File: src/rtl/core/mer_pkg.sv
// ----------------------------------------------------------------------------
// Midpoint ellipse rasterizer package
// Widths, sequencer states and region codes shared by the rasterizer files.
// ----------------------------------------------------------------------------
package mer_pkg;

  localparam int COORD_BITS = 11;
  localparam int STEP_W     = COORD_BITS + 1;
  localparam int OUT_W      = COORD_BITS + 2;
  localparam int SUM_W      = COORD_BITS + 3;
  localparam int SQ_W       = 2 * COORD_BITS;
  localparam int TX_W       = STEP_W + 1;
  localparam int MUL_A_W    = SQ_W;
  localparam int MUL_B_W    = 2 * TX_W;
  localparam int PROD_W     = MUL_A_W + MUL_B_W;
  localparam int DEC_W      = PROD_W + 2;

  typedef enum logic [1:0] {
    REG_IDLE = 2'd0,
    REG_ONE  = 2'd1,
    REG_TWO  = 2'd2
  } region_t;

  typedef enum logic [1:0] {
    RES_NONE  = 2'd0,
    RES_START = 2'd1,
    RES_FOUR  = 2'd2
  } res_kind_t;

  typedef enum logic [4:0] {
    ST_IDLE,
    ST_S0,
    ST_S1,
    ST_S2,
    ST_S3,
    ST_R1A,
    ST_R1B,
    ST_R1C,
    ST_R1D,
    ST_R1E,
    ST_R1F,
    ST_R1G,
    ST_T0,
    ST_T1,
    ST_T2,
    ST_T3,
    ST_T4,
    ST_T5,
    ST_R2B,
    ST_R2C,
    ST_R2D,
    ST_R2E,
    ST_OUT
  } state_t;

endpackage

File: src/rtl/core/midpoint_ellipse_rasterizer.sv
// ----------------------------------------------------------------------------
// Midpoint ellipse rasterizer
// Traces one quadrant of an axis-aligned ellipse and mirrors it to four points.
// ----------------------------------------------------------------------------
// A start beat (func 0) carries two control points; the centre is the anchor
// x and the corner y, and the radii are the absolute differences. It returns
// the two points on the vertical axis. Each advance beat (func 1) makes one
// midpoint step and returns the four mirrored points; last marks y reaching 0.
// An advance beat while no ellipse is running returns a beat with all zeros.
// The block takes one input beat at a time: in_ready is high only while the
// sequencer is idle. One shared multiplier with a registered product and a
// small sequencer do all the arithmetic, so the length of each beat is set
// by the number of multiplies in the step. The sequencer goes back to idle
// as it loads each result into the output register, and only then does it
// take the next beat.
// The result sits in an output register; while the receiver stalls the block
// still accepts and computes the next beat and waits only to load its result.
// Reset clears the sequencer, the region and the output valid.
// ----------------------------------------------------------------------------
module midpoint_ellipse_rasterizer (
  input  logic                              clk,
  input  logic                              rst_n,
  input  logic                              in_valid,
  output logic                              in_ready,
  input  logic                              in_func,
  input  logic [mer_pkg::COORD_BITS-1:0]    in_anchor_x,
  input  logic [mer_pkg::COORD_BITS-1:0]    in_anchor_y,
  input  logic [mer_pkg::COORD_BITS-1:0]    in_corner_x,
  input  logic [mer_pkg::COORD_BITS-1:0]    in_corner_y,
  output logic                              out_valid,
  input  logic                              out_ready,
  output logic                              out_valid_res,
  output logic                              out_all_four,
  output logic signed [mer_pkg::OUT_W-1:0]  out_point_a_x,
  output logic signed [mer_pkg::OUT_W-1:0]  out_point_a_y,
  output logic signed [mer_pkg::OUT_W-1:0]  out_point_b_x,
  output logic signed [mer_pkg::OUT_W-1:0]  out_point_b_y,
  output logic signed [mer_pkg::OUT_W-1:0]  out_point_c_x,
  output logic signed [mer_pkg::OUT_W-1:0]  out_point_c_y,
  output logic signed [mer_pkg::OUT_W-1:0]  out_point_d_x,
  output logic signed [mer_pkg::OUT_W-1:0]  out_point_d_y,
  output logic                              out_last
);
  import mer_pkg::*;

  state_t    state_r, state_nxt;
  region_t   region_r, region_nxt;
  res_kind_t kind_r, kind_nxt;

  logic [COORD_BITS-1:0]   cx_r, cx_nxt;
  logic [COORD_BITS-1:0]   cy_r, cy_nxt;
  logic [COORD_BITS-1:0]   rx_r, rx_nxt;
  logic [STEP_W-1:0]       x_r, x_nxt;
  logic [COORD_BITS-1:0]   y_r, y_nxt;
  logic [SQ_W-1:0]         rx2_r, rx2_nxt;
  logic [SQ_W-1:0]         ry2_r, ry2_nxt;
  logic [PROD_W-1:0]       t_r, t_nxt;
  logic signed [DEC_W-1:0] d_r, d_nxt;

  logic                    out_valid_r, out_valid_nxt;
  logic                    res_valid_r, res_valid_nxt;
  logic                    all_four_r, all_four_nxt;
  logic                    last_r, last_nxt;
  logic [OUT_W-1:0]        pax_r, pax_nxt, pay_r, pay_nxt;
  logic [OUT_W-1:0]        pbx_r, pbx_nxt, pby_r, pby_nxt;
  logic [OUT_W-1:0]        pcx_r, pcx_nxt, pcy_r, pcy_nxt;
  logic [OUT_W-1:0]        pdx_r, pdx_nxt, pdy_r, pdy_nxt;

  logic [MUL_A_W-1:0]      mul_a;
  logic [MUL_B_W-1:0]      mul_b;
  logic [PROD_W-1:0]       p;

  logic                    in_fire;
  logic                    can_load;
  logic                    d_neg;
  logic                    d_pos;
  logic                    y_zero;
  logic [COORD_BITS-1:0]   y_dec;
  logic [TX_W-1:0]         tx;
  logic signed [DEC_W-1:0] p4, p8, rx2_4, ry2_4, rx2_s;
  logic [SUM_W-1:0]        cx_e, cy_e, x_e, y_e;
  logic [SUM_W-1:0]        sum_xp, sum_xm, sum_yp, sum_ym;

  mer_mul u_mul (
    .clk (clk),
    .a   (mul_a),
    .b   (mul_b),
    .p   (p)
  );

  assign in_ready  = (state_r == ST_IDLE);
  assign in_fire   = in_valid && in_ready;
  assign can_load  = !out_valid_r || out_ready;
  assign d_neg     = d_r[DEC_W-1];
  assign d_pos     = !d_r[DEC_W-1] && (d_r != '0);
  assign y_zero    = (y_r == '0);
  assign y_dec     = y_r - COORD_BITS'(1);
  assign tx        = {x_r, 1'b1};
  assign p4        = DEC_W'({p, 2'b00});
  assign p8        = DEC_W'({p, 3'b000});
  assign rx2_4     = DEC_W'({rx2_r, 2'b00});
  assign ry2_4     = DEC_W'({ry2_r, 2'b00});
  assign rx2_s     = DEC_W'(rx2_r);
  assign cx_e      = SUM_W'(cx_r);
  assign cy_e      = SUM_W'(cy_r);
  assign x_e       = SUM_W'(x_r);
  assign y_e       = SUM_W'(y_r);
  assign sum_xp    = cx_e + x_e;
  assign sum_xm    = cx_e - x_e;
  assign sum_yp    = cy_e + y_e;
  assign sum_ym    = cy_e - y_e;

  always_comb begin
    state_nxt = state_r;
    case (state_r)
      ST_IDLE: begin
        if (in_fire) begin
          if (!in_func) begin
            state_nxt = ST_S0;
          end else begin
            case (region_r)
              REG_ONE: state_nxt = ST_R1A;
              REG_TWO: state_nxt = ST_R2B;
              default: state_nxt = ST_OUT;
            endcase
          end
        end
      end
      ST_S0:  state_nxt = ST_S1;
      ST_S1:  state_nxt = ST_S2;
      ST_S2:  state_nxt = ST_S3;
      ST_S3:  state_nxt = ST_OUT;
      ST_R1A: state_nxt = ST_R1B;
      ST_R1B: state_nxt = ST_R1C;
      ST_R1C: state_nxt = (t_r < p) ? ST_R1D : ST_T0;
      ST_R1D: state_nxt = ST_R1E;
      ST_R1E: state_nxt = d_neg ? ST_OUT : ST_R1F;
      ST_R1F: state_nxt = ST_R1G;
      ST_R1G: state_nxt = ST_OUT;
      ST_T0:  state_nxt = ST_T1;
      ST_T1:  state_nxt = ST_T2;
      ST_T2:  state_nxt = ST_T3;
      ST_T3:  state_nxt = ST_T4;
      ST_T4:  state_nxt = ST_T5;
      ST_T5:  state_nxt = ST_R2B;
      ST_R2B: state_nxt = ST_R2C;
      ST_R2C: state_nxt = d_pos ? ST_OUT : ST_R2D;
      ST_R2D: state_nxt = ST_R2E;
      ST_R2E: state_nxt = ST_OUT;
      ST_OUT: state_nxt = can_load ? ST_IDLE : ST_OUT;
      default: state_nxt = ST_IDLE;
    endcase
  end

  always_comb begin
    mul_a = '0;
    mul_b = '0;
    case (state_r)
      ST_S0: begin
        mul_a = MUL_A_W'(rx_r);
        mul_b = MUL_B_W'(rx_r);
      end
      ST_S1: begin
        mul_a = MUL_A_W'(y_r);
        mul_b = MUL_B_W'(y_r);
      end
      ST_S2, ST_R1B, ST_R1F: begin
        mul_a = rx2_r;
        mul_b = MUL_B_W'(y_r);
      end
      ST_R1A, ST_R1D, ST_R2D: begin
        mul_a = ry2_r;
        mul_b = MUL_B_W'(x_r);
      end
      ST_T0: begin
        mul_a = MUL_A_W'(tx);
        mul_b = MUL_B_W'(tx);
      end
      ST_T1: begin
        mul_a = ry2_r;
        mul_b = p[MUL_B_W-1:0];
      end
      ST_T2: begin
        mul_a = MUL_A_W'(y_dec);
        mul_b = MUL_B_W'(y_dec);
      end
      ST_T3: begin
        mul_a = rx2_r;
        mul_b = p[MUL_B_W-1:0];
      end
      ST_T4: begin
        mul_a = rx2_r;
        mul_b = MUL_B_W'(ry2_r);
      end
      ST_R2B: begin
        mul_a = rx2_r;
        mul_b = MUL_B_W'(y_dec);
      end
      default: begin
        mul_a = '0;
        mul_b = '0;
      end
    endcase
  end

  always_comb begin
    region_nxt    = region_r;
    kind_nxt      = kind_r;
    cx_nxt        = cx_r;
    cy_nxt        = cy_r;
    rx_nxt        = rx_r;
    x_nxt         = x_r;
    y_nxt         = y_r;
    rx2_nxt       = rx2_r;
    ry2_nxt       = ry2_r;
    t_nxt         = t_r;
    d_nxt         = d_r;
    out_valid_nxt = out_valid_r && !out_ready;
    res_valid_nxt = res_valid_r;
    all_four_nxt  = all_four_r;
    last_nxt      = last_r;
    pax_nxt       = pax_r;
    pay_nxt       = pay_r;
    pbx_nxt       = pbx_r;
    pby_nxt       = pby_r;
    pcx_nxt       = pcx_r;
    pcy_nxt       = pcy_r;
    pdx_nxt       = pdx_r;
    pdy_nxt       = pdy_r;
    case (state_r)
      ST_IDLE: begin
        if (in_fire) begin
          if (!in_func) begin
            kind_nxt = RES_START;
            cx_nxt   = in_anchor_x;
            cy_nxt   = in_corner_y;
            rx_nxt   = (in_corner_x > in_anchor_x) ? in_corner_x - in_anchor_x
                                                   : in_anchor_x - in_corner_x;
            y_nxt    = (in_corner_y > in_anchor_y) ? in_corner_y - in_anchor_y
                                                   : in_anchor_y - in_corner_y;
            x_nxt    = '0;
          end else if (region_r == REG_ONE || region_r == REG_TWO) begin
            kind_nxt = RES_FOUR;
          end else begin
            kind_nxt = RES_NONE;
          end
        end
      end
      ST_S1: rx2_nxt = p[SQ_W-1:0];
      ST_S2: ry2_nxt = p[SQ_W-1:0];
      ST_S3: d_nxt   = ry2_4 - p4 + rx2_s;
      ST_R1B: t_nxt  = p;
      ST_R1C: begin
        if (t_r < p) begin
          x_nxt = x_r + STEP_W'(1);
        end
      end
      ST_R1E: begin
        d_nxt = d_r + p8 + ry2_4;
        if (!d_neg) begin
          y_nxt = y_dec;
        end
      end
      ST_R1G: d_nxt = d_r - p8;
      ST_T0:  region_nxt = REG_TWO;
      ST_T2:  d_nxt = DEC_W'(p);
      ST_T4:  d_nxt = d_r + p4;
      ST_T5:  d_nxt = d_r - p4;
      ST_R2B: y_nxt = y_dec;
      ST_R2C: begin
        d_nxt = d_r + rx2_4 - p8;
        if (!d_pos) begin
          x_nxt = x_r + STEP_W'(1);
        end
      end
      ST_R2E: d_nxt = d_r + p8;
      ST_OUT: begin
        if (can_load) begin
          out_valid_nxt = 1'b1;
          case (kind_r)
            RES_START: begin
              res_valid_nxt = 1'b1;
              all_four_nxt  = 1'b0;
              last_nxt      = y_zero;
              region_nxt    = y_zero ? REG_IDLE : REG_ONE;
              pax_nxt       = sum_xp[OUT_W-1:0];
              pay_nxt       = sum_yp[OUT_W-1:0];
              pbx_nxt       = sum_xp[OUT_W-1:0];
              pby_nxt       = sum_ym[OUT_W-1:0];
              pcx_nxt       = '0;
              pcy_nxt       = '0;
              pdx_nxt       = '0;
              pdy_nxt       = '0;
            end
            RES_FOUR: begin
              res_valid_nxt = 1'b1;
              all_four_nxt  = 1'b1;
              last_nxt      = y_zero;
              if (y_zero) begin
                region_nxt = REG_IDLE;
              end
              pax_nxt       = sum_xp[OUT_W-1:0];
              pay_nxt       = sum_yp[OUT_W-1:0];
              pbx_nxt       = sum_xp[OUT_W-1:0];
              pby_nxt       = sum_ym[OUT_W-1:0];
              pcx_nxt       = sum_xm[OUT_W-1:0];
              pcy_nxt       = sum_yp[OUT_W-1:0];
              pdx_nxt       = sum_xm[OUT_W-1:0];
              pdy_nxt       = sum_ym[OUT_W-1:0];
            end
            default: begin
              res_valid_nxt = 1'b0;
              all_four_nxt  = 1'b0;
              last_nxt      = 1'b0;
              pax_nxt       = '0;
              pay_nxt       = '0;
              pbx_nxt       = '0;
              pby_nxt       = '0;
              pcx_nxt       = '0;
              pcy_nxt       = '0;
              pdx_nxt       = '0;
              pdy_nxt       = '0;
            end
          endcase
        end
      end
      default: begin
        d_nxt = d_r;
      end
    endcase
  end

  always_ff @(posedge clk) begin
    if (!rst_n) begin
      state_r     <= ST_IDLE;
      region_r    <= REG_IDLE;
      kind_r      <= RES_NONE;
      out_valid_r <= 1'b0;
    end else begin
      state_r     <= state_nxt;
      region_r    <= region_nxt;
      kind_r      <= kind_nxt;
      out_valid_r <= out_valid_nxt;
    end
  end

  always_ff @(posedge clk) begin
    cx_r        <= cx_nxt;
    cy_r        <= cy_nxt;
    rx_r        <= rx_nxt;
    x_r         <= x_nxt;
    y_r         <= y_nxt;
    rx2_r       <= rx2_nxt;
    ry2_r       <= ry2_nxt;
    t_r         <= t_nxt;
    d_r         <= d_nxt;
    res_valid_r <= res_valid_nxt;
    all_four_r  <= all_four_nxt;
    last_r      <= last_nxt;
    pax_r       <= pax_nxt;
    pay_r       <= pay_nxt;
    pbx_r       <= pbx_nxt;
    pby_r       <= pby_nxt;
    pcx_r       <= pcx_nxt;
    pcy_r       <= pcy_nxt;
    pdx_r       <= pdx_nxt;
    pdy_r       <= pdy_nxt;
  end

  assign out_valid     = out_valid_r;
  assign out_valid_res = res_valid_r;
  assign out_all_four  = all_four_r;
  assign out_last      = last_r;
  assign out_point_a_x = pax_r;
  assign out_point_a_y = pay_r;
  assign out_point_b_x = pbx_r;
  assign out_point_b_y = pby_r;
  assign out_point_c_x = pcx_r;
  assign out_point_c_y = pcy_r;
  assign out_point_d_x = pdx_r;
  assign out_point_d_y = pdy_r;

endmodule

File: src/rtl/core/mer_mul.sv
// ----------------------------------------------------------------------------
// Midpoint ellipse rasterizer shared multiplier
// Unsigned multiplier with a registered product, reused by every step.
// ----------------------------------------------------------------------------
module mer_mul (
  input  logic                       clk,
  input  logic [mer_pkg::MUL_A_W-1:0] a,
  input  logic [mer_pkg::MUL_B_W-1:0] b,
  output logic [mer_pkg::PROD_W-1:0]  p
);
  import mer_pkg::*;

  logic [PROD_W-1:0] p_r;
  logic [PROD_W-1:0] p_nxt;

  assign p_nxt = PROD_W'(a) * PROD_W'(b);

  always_ff @(posedge clk) begin
    p_r <= p_nxt;
  end

  assign p = p_r;

endmodule
File: config.mk
export PLATFORM = sky130hd
export DESIGN_NAME = midpoint_ellipse_rasterizer
export DESIGN_NICKNAME = d
export VERILOG_FILES = /design/src/rtl/core/mer_pkg.sv /design/src/rtl/core/midpoint_ellipse_rasterizer.sv /design/src/rtl/core/mer_mul.sv
export SDC_FILE = /design/constraint.sdc
export NUM_CORES = 2
export LEC_CHECK = 0
export BUFFER_PORTS_ARGS = -buffer_cell sky130_fd_sc_hd__buf_4
export CAP_MARGIN = 0
export CORE_AREA = 3 3 272 407
export CTS_BUF_LIST = sky130_fd_sc_hd__clkbuf_4 sky130_fd_sc_hd__clkbuf_8
export CTS_CLUSTER_DIAMETER = 80
export DETAILED_ROUTE_END_ITERATION = 8
export DIE_AREA = 0 0 275 410
export GPL_ROUTABILITY_DRIVEN = 0
export PLACE_DENSITY = 0.73
export SLEW_MARGIN = 30
export SYNTH_ARGS = -nofsm -noshare
export SYNTH_HDL_FRONTEND = slang
export SYNTH_SLANG_ARGS = --single-unit
File: constraint.sdc
create_clock -name clk -period 13.32 [get_ports clk]
set_clock_uncertainty 0.1 [all_clocks]
set_input_delay 3.996 -clock clk [delete_from_list [all_inputs] [get_ports clk]]
set_output_delay 3.996 -clock clk [all_outputs]
set_load 0.005 [all_outputs]
# Word-level counts from Yosys, hierarchy flattened
# Cells that the tools add are included.
# word_totals
latch_bits,0
input_bits,49
romBits,0
n_memories,0
out_inout_bits,109
register_bits,337
mem_bits_rw,0
wordCells,143
# op_classes
n_reduce_logical,29
bitwise_logic,1
multipliers,1
muxes,33
magnitude_cmp,3
shifts,0
n_addsub,19
n_eq_ne,34
n_div,0
# ops
operator,count
one-hot mux 50 bit (8 select lines),1
one-hot mux 26 bit (7 select lines),1
subtractor 50 bit,3
one-hot mux 22 bit (6 select lines),1
one-hot mux 5 bit (21 select lines),1
adder 50 x 25 -> 50 bit,2
adder 50 bit,2
two-way mux 11 bit,5
adder 50 x 23 -> 50 bit,1
nonzero test 50 bit,1
subtractor 25 x 50 -> 50 bit,1
< comparator 48 bit,1
multiplier 22 x 26 -> 48 bit,1
two-way mux 12 bit,4
subtractor 11 bit,4
"== test 5 x 4 -> 1 bit, second input constant",8
one-hot mux 12 bit (3 select lines),1
"== test 5 bit, second input constant",7
one-hot mux 11 bit (3 select lines),1
greater-than comparator 11 bit,2
"== test 5 x 3 -> 1 bit, second input constant",4
two-way mux 5 bit,4
adder 11 x 12 -> 13 bit,1
subtractor 11 x 12 -> 13 bit,1
34 further kinds,62

# Logic depth before layout (Yosys ltp)
# depth
depth_word,5
depth_mapped,40

# By module
# From an unflattened synthesis, not the netlist that was laid out.
# hier_totals
cells_unflattened,6338
area_unflattened_um2,54150.7
# modules_own_cells
module,cells_per_inst,instances,area_per_inst_um2,seq_area_each_um2
midpoint_ellipse_rasterizer,4157,1,34556.9,8398.1
mer_mul,2181,1,19593.8,960.9

# Worst setup path before layout
# Ideal clock, no wire load.
# synth_timing
path_type,in2reg
startpoint,input out_ready
endpoint,register region_r[0]
cell_stages,7
slack_ns,0.713
required_ns,13.102
n_path_buf,0
arrival_time_ns,12.389
cell_sequence,nor2b_1 > nor4_1 > o21ai_0 > inv_1 > o21ai_0 > a32oi_1 > nor2b_1
# synth_between
elab_chain_len,3
# synth_rtl
element,line_no,rtl
"start, declared",midpoint_ellipse_rasterizer.sv:31,"input logic out_ready,"
logical OR 1 bit,midpoint_ellipse_rasterizer.sv:93,assign can_load = !out_valid_r || out_ready;
!= test 2 bit (no source line),-,
AND reduction 4 bit (no source line),-,
"end signal, assigned",midpoint_ellipse_rasterizer.sv:341,region_r <= region_nxt;
"end, declared",midpoint_ellipse_rasterizer.sv:47,"region_t region_r, region_nxt;"
# No other way between the ends.
# A chain may end at the register's enable or synchronous reset.

# Final worst setup path
# layout_timing
startpoint,register state_r[2]
endpoint,"register u_mul.p_r[46], in the netlist u_mul.p[46]"
# layout_between
elab_chain_len,4
# layout_rtl
element,line_no,rtl
"start, declared",midpoint_ellipse_rasterizer.sv:46,"state_t state_r, state_nxt;"
"start signal, assigned",midpoint_ellipse_rasterizer.sv:340,state_r <= state_nxt;
"== test 5 bit, or another cell as far along",midpoint_ellipse_rasterizer.sv:158,case (state_r)
"OR reduction 6 bit (no source line), or another cell as far along",-,
one-hot mux 22 bit (6 select lines) / one-hot mux 26 bit (7 select lines) (equally long branches),midpoint_ellipse_rasterizer.sv:158,
multiplier 22 x 26 -> 48 bit *,mer_mul.sv:16,assign p_nxt = PROD_W'(a) * PROD_W'(b);
net u_mul.p_nxt[46],mer_mul.sv:14,logic [PROD_W-1:0] p_nxt;
"end signal, assigned",mer_mul.sv:19,p_r <= p_nxt;
"end, declared",mer_mul.sv:13,logic [PROD_W-1:0] p_r;
# Mark *: on every way through the listed nets, which the timed path passes. The rest lies on a longest branch.

==> key figures <==
Floorplan
  • Die W: ~280 um
  • Initial Utilization: 49.86%
  • Die area: approximately 110000 um^2
  • Area of the core: roughly 110000 um^2
  • Die height: 410 um
  • Row count: about 150
  • IO Count: approximately 160

Synth
  • Post-synth EDFFs: approximately 270
  • Top-area cell type share of the netlist area: between 20% and 30%
  • Synth area leaders: fa_1 21%, edfxtp_1 15%, ha_1 13%
  • Post-Syn Area per Cell: 8.415 um^2
  • Yosys reg bits: 331
  • Post-synthesis sequential area ratio: between 15 and 20%
  • Synth top cells by count: 986 x inv_1, 637 x nand2_1, 593 x nor2_1
  • Synth Instances: approximately 6400
  • Synth Warn #: 0
  • Leading area contributor after synthesis: fa_1
  • Share of flip-flops with an asynchronous set or reset: 0%
  • Synthesized cell area: 53560 um^2
  • Post-synth cell types: just under 100
  • Most frequent cell after synthesis: inv_1
  • Top FF cell, synth: edfxtp_1

Global routing
  • Global-route usage over all layers: approximately 34%
  • Largest net degree at the start of global routing: 77
  • Vias in the first global route: around 50000
  • Total congestion overflow: 0
  • Global-route wire length before repair: ~290000 um
  • Initial antenna violation count: 9

Drt
  • Via density: roughly 6.3
  • Antenna viol nets, final: 0
  • Initial DRT Pass Iterations: 9
  • Via count: between 40000 and 50000
  • Final WL: between 150000 and 200000 um
  • DR WL/cell: around 25 um
  • DRC errors left: 0
  • Drt initial violations: 5548

Flow run
  • MaxCap Viol Count: 0

Critical path
  • CP startpoint kind: register
  • Critical Path Fanout Max: 31
  • Largest stage delay, worst path: between 0.9 and 1 ns
  • Worst r2r src: state_r[2]
  • Crit path max-delay cell type: dfxtp_1
  • Critical Path Start: state_r[2]
  • Worst setup EP type: register
  • Setup CP Type: register to register
  • Worst path most repeated cell: fa_1
  • Critical Path RT: roughly 14 ns
  • Critical path data arrival time: 11.24 ns

Clock tree
  • Worst skew pair latency: 0.79 ns
  • Post-CTS Setup Inserts: 0
  • CTS clock-pin slew for the worst setup and hold paths: 0.06 ns
  • H-tree depth: 2
  • CTS tree: yes
  • CTS root buf: clkbuf_8
  • Hold_buf cts: 0
  • CTS Buf Count: 59
  • Max clock buf depth: 3
  • Cts repair resizes: 0
  • Clock sink count: 331

Place
  • Post-detail-place hpwl: roughly 150000 um
  • Dpl cells: just under 8000
  • Buffers added on ports: 155

Finish
  • P&R area growth vs syn: 7.408%
  • NumNets Final: around 7500
  • Share of cells above drive strength 1: around 6.7%
  • Filler-free cell count of the finished design: between 7000 and 8000

STA
  • Fmax: ~0.094 GHz
  • Slew @ Worst Pin: between 1 and 1.5 ns
  • Min Clock Period, post-route: roughly 11 ns
  • Final Cycle Share: 79.77%
  • Unrepaired setup endpoints after global routing: false
  • Slew headroom: just over 30%
  • Final hold vios: 0
  • Final Max Tran Viols: 0
  • Setup Viol. Count Final: 0
  • Final setup TNS: 0 ns

Min path
  • Hold_sp: region_r[1]
  • Hold WC Path Type: register to register

Outcome
  • Status: finished, final reports clean
## cells by family (layout without fill, tap and decap cells)
family,count (synthesis),count (layout),synth area share [%]
AOI/OAI and AO/OA,1395,1395,17.38
xor gates and xnor gates,383,383,6.263
adders and majority gates,1095,1095,33.34
buffers and inverters,1284,1352,9.274
DFF,331,331,17.47
muxes,31,31,0.5910
other,1,10,0.007001
and+or+nand+nor,1845,1845,15.68
## area by class of cell
| class | instances | area, um^2 |
|---|---|---|
| Antenna cell | 8 | 20.02 |
| Clock buffer | 79 | 1012 |
| Clock inverter | 27 | 279.0 |
| Fill cell | 10060 | 49890 |
| Inverter | 989 | 3712 |
| Multi-Input combinational cell | 4751 | 39410 |
| Sequential cell | 331 | 9361 |
| Tap cell | 1415 | 1770 |
| Timing Repair Buffer | 257 | 1962 |
## registers in the layout, indices dropped and copies added (netlist names), 12 cells and up
signal	flops
out_point_c_y	12
x_r	12
d_r	50
out_point_a_y	12
t_r	48
out_point_d_x	13
rx2_r	22
ry2_r	22
out_point_b_x	13
u_mul.p	48
## critical path: cells and delay by family, from the launching register on
family	cells	cell delay, ns
adder cells (fa/ha/maj)	8	3.75
AO/OA/AOI/OAI	12	3.86
AND/OR/NAND/NOR	8	1.23
flip-flops	1	0.92
XOR/XNOR	1	0.13
buffers and inverters	7	0.57
## path summary, 6_finish.rpt
path / endpoint / slack, ns / cells after the start
min: region_r[1] / 0.44 / 2
max: u_mul.p[46] / 2.69 / 36
min reg2reg: region_r[1] / 0.44 / 2
max reg2reg: u_mul.p[46] / 2.69 / 36
## cells in the final DEF (no fill, tap or decap), drive strengths merged, types with 46 or more instances in the layout
master / netlist / layout
a21o: 138 / 138
a21oi: 380 / 380
a31oi: 46 / 46
and2: 48 / 48
buf: 66 / 255
clkbuf: 229 / 80
dfxtp: 58 / 58
edfxtp: 273 / 273
fa: 554 / 554
ha: 540 / 540
inv: 988 / 991
nand2: 637 / 637
nand2b: 63 / 63
nand3: 80 / 80
nand4: 67 / 67
nor2: 593 / 593
nor2b: 86 / 86
nor3: 92 / 92
nor4: 50 / 50
o21ai: 257 / 257
o21bai: 46 / 46
xnor2: 301 / 301
xor2: 82 / 82
## stage by stage
step / hold WS, ns / setup slack [ns] / area (um^2) / util, %
6_report: 0.4419 / 2.694 / 57530 / 53.56
3_5_place_dp: 0.4258 / 2.901 / 56150 / 52.27
5_1_grt: 0.4653 / 2.253 / 57520 / 53.55
2_1_floorplan: 0.3886 / 0.7125 / 53560 / -
4_1_cts: 0.4387 / 2.896 / 57440 / 53.48
3_3_place_gp: 0.4196 / 2.930 / 56100 / 52.22
## metal layers
metal	up-vias	GRT usage, %	wire length [um]	part of all wire (%)
li1	21510	-	-	-
met1	23400	37.68	64100	33
met2	3174	55.30	88720	46
met3	1162	9.352	20340	11
met4	6	26.88	20070	10
met5	-	0	43	0.022
Power is left out: the tool's default activity adds up to more than one toggle a clock period on the data nets, which glitch-free logic cannot reach.
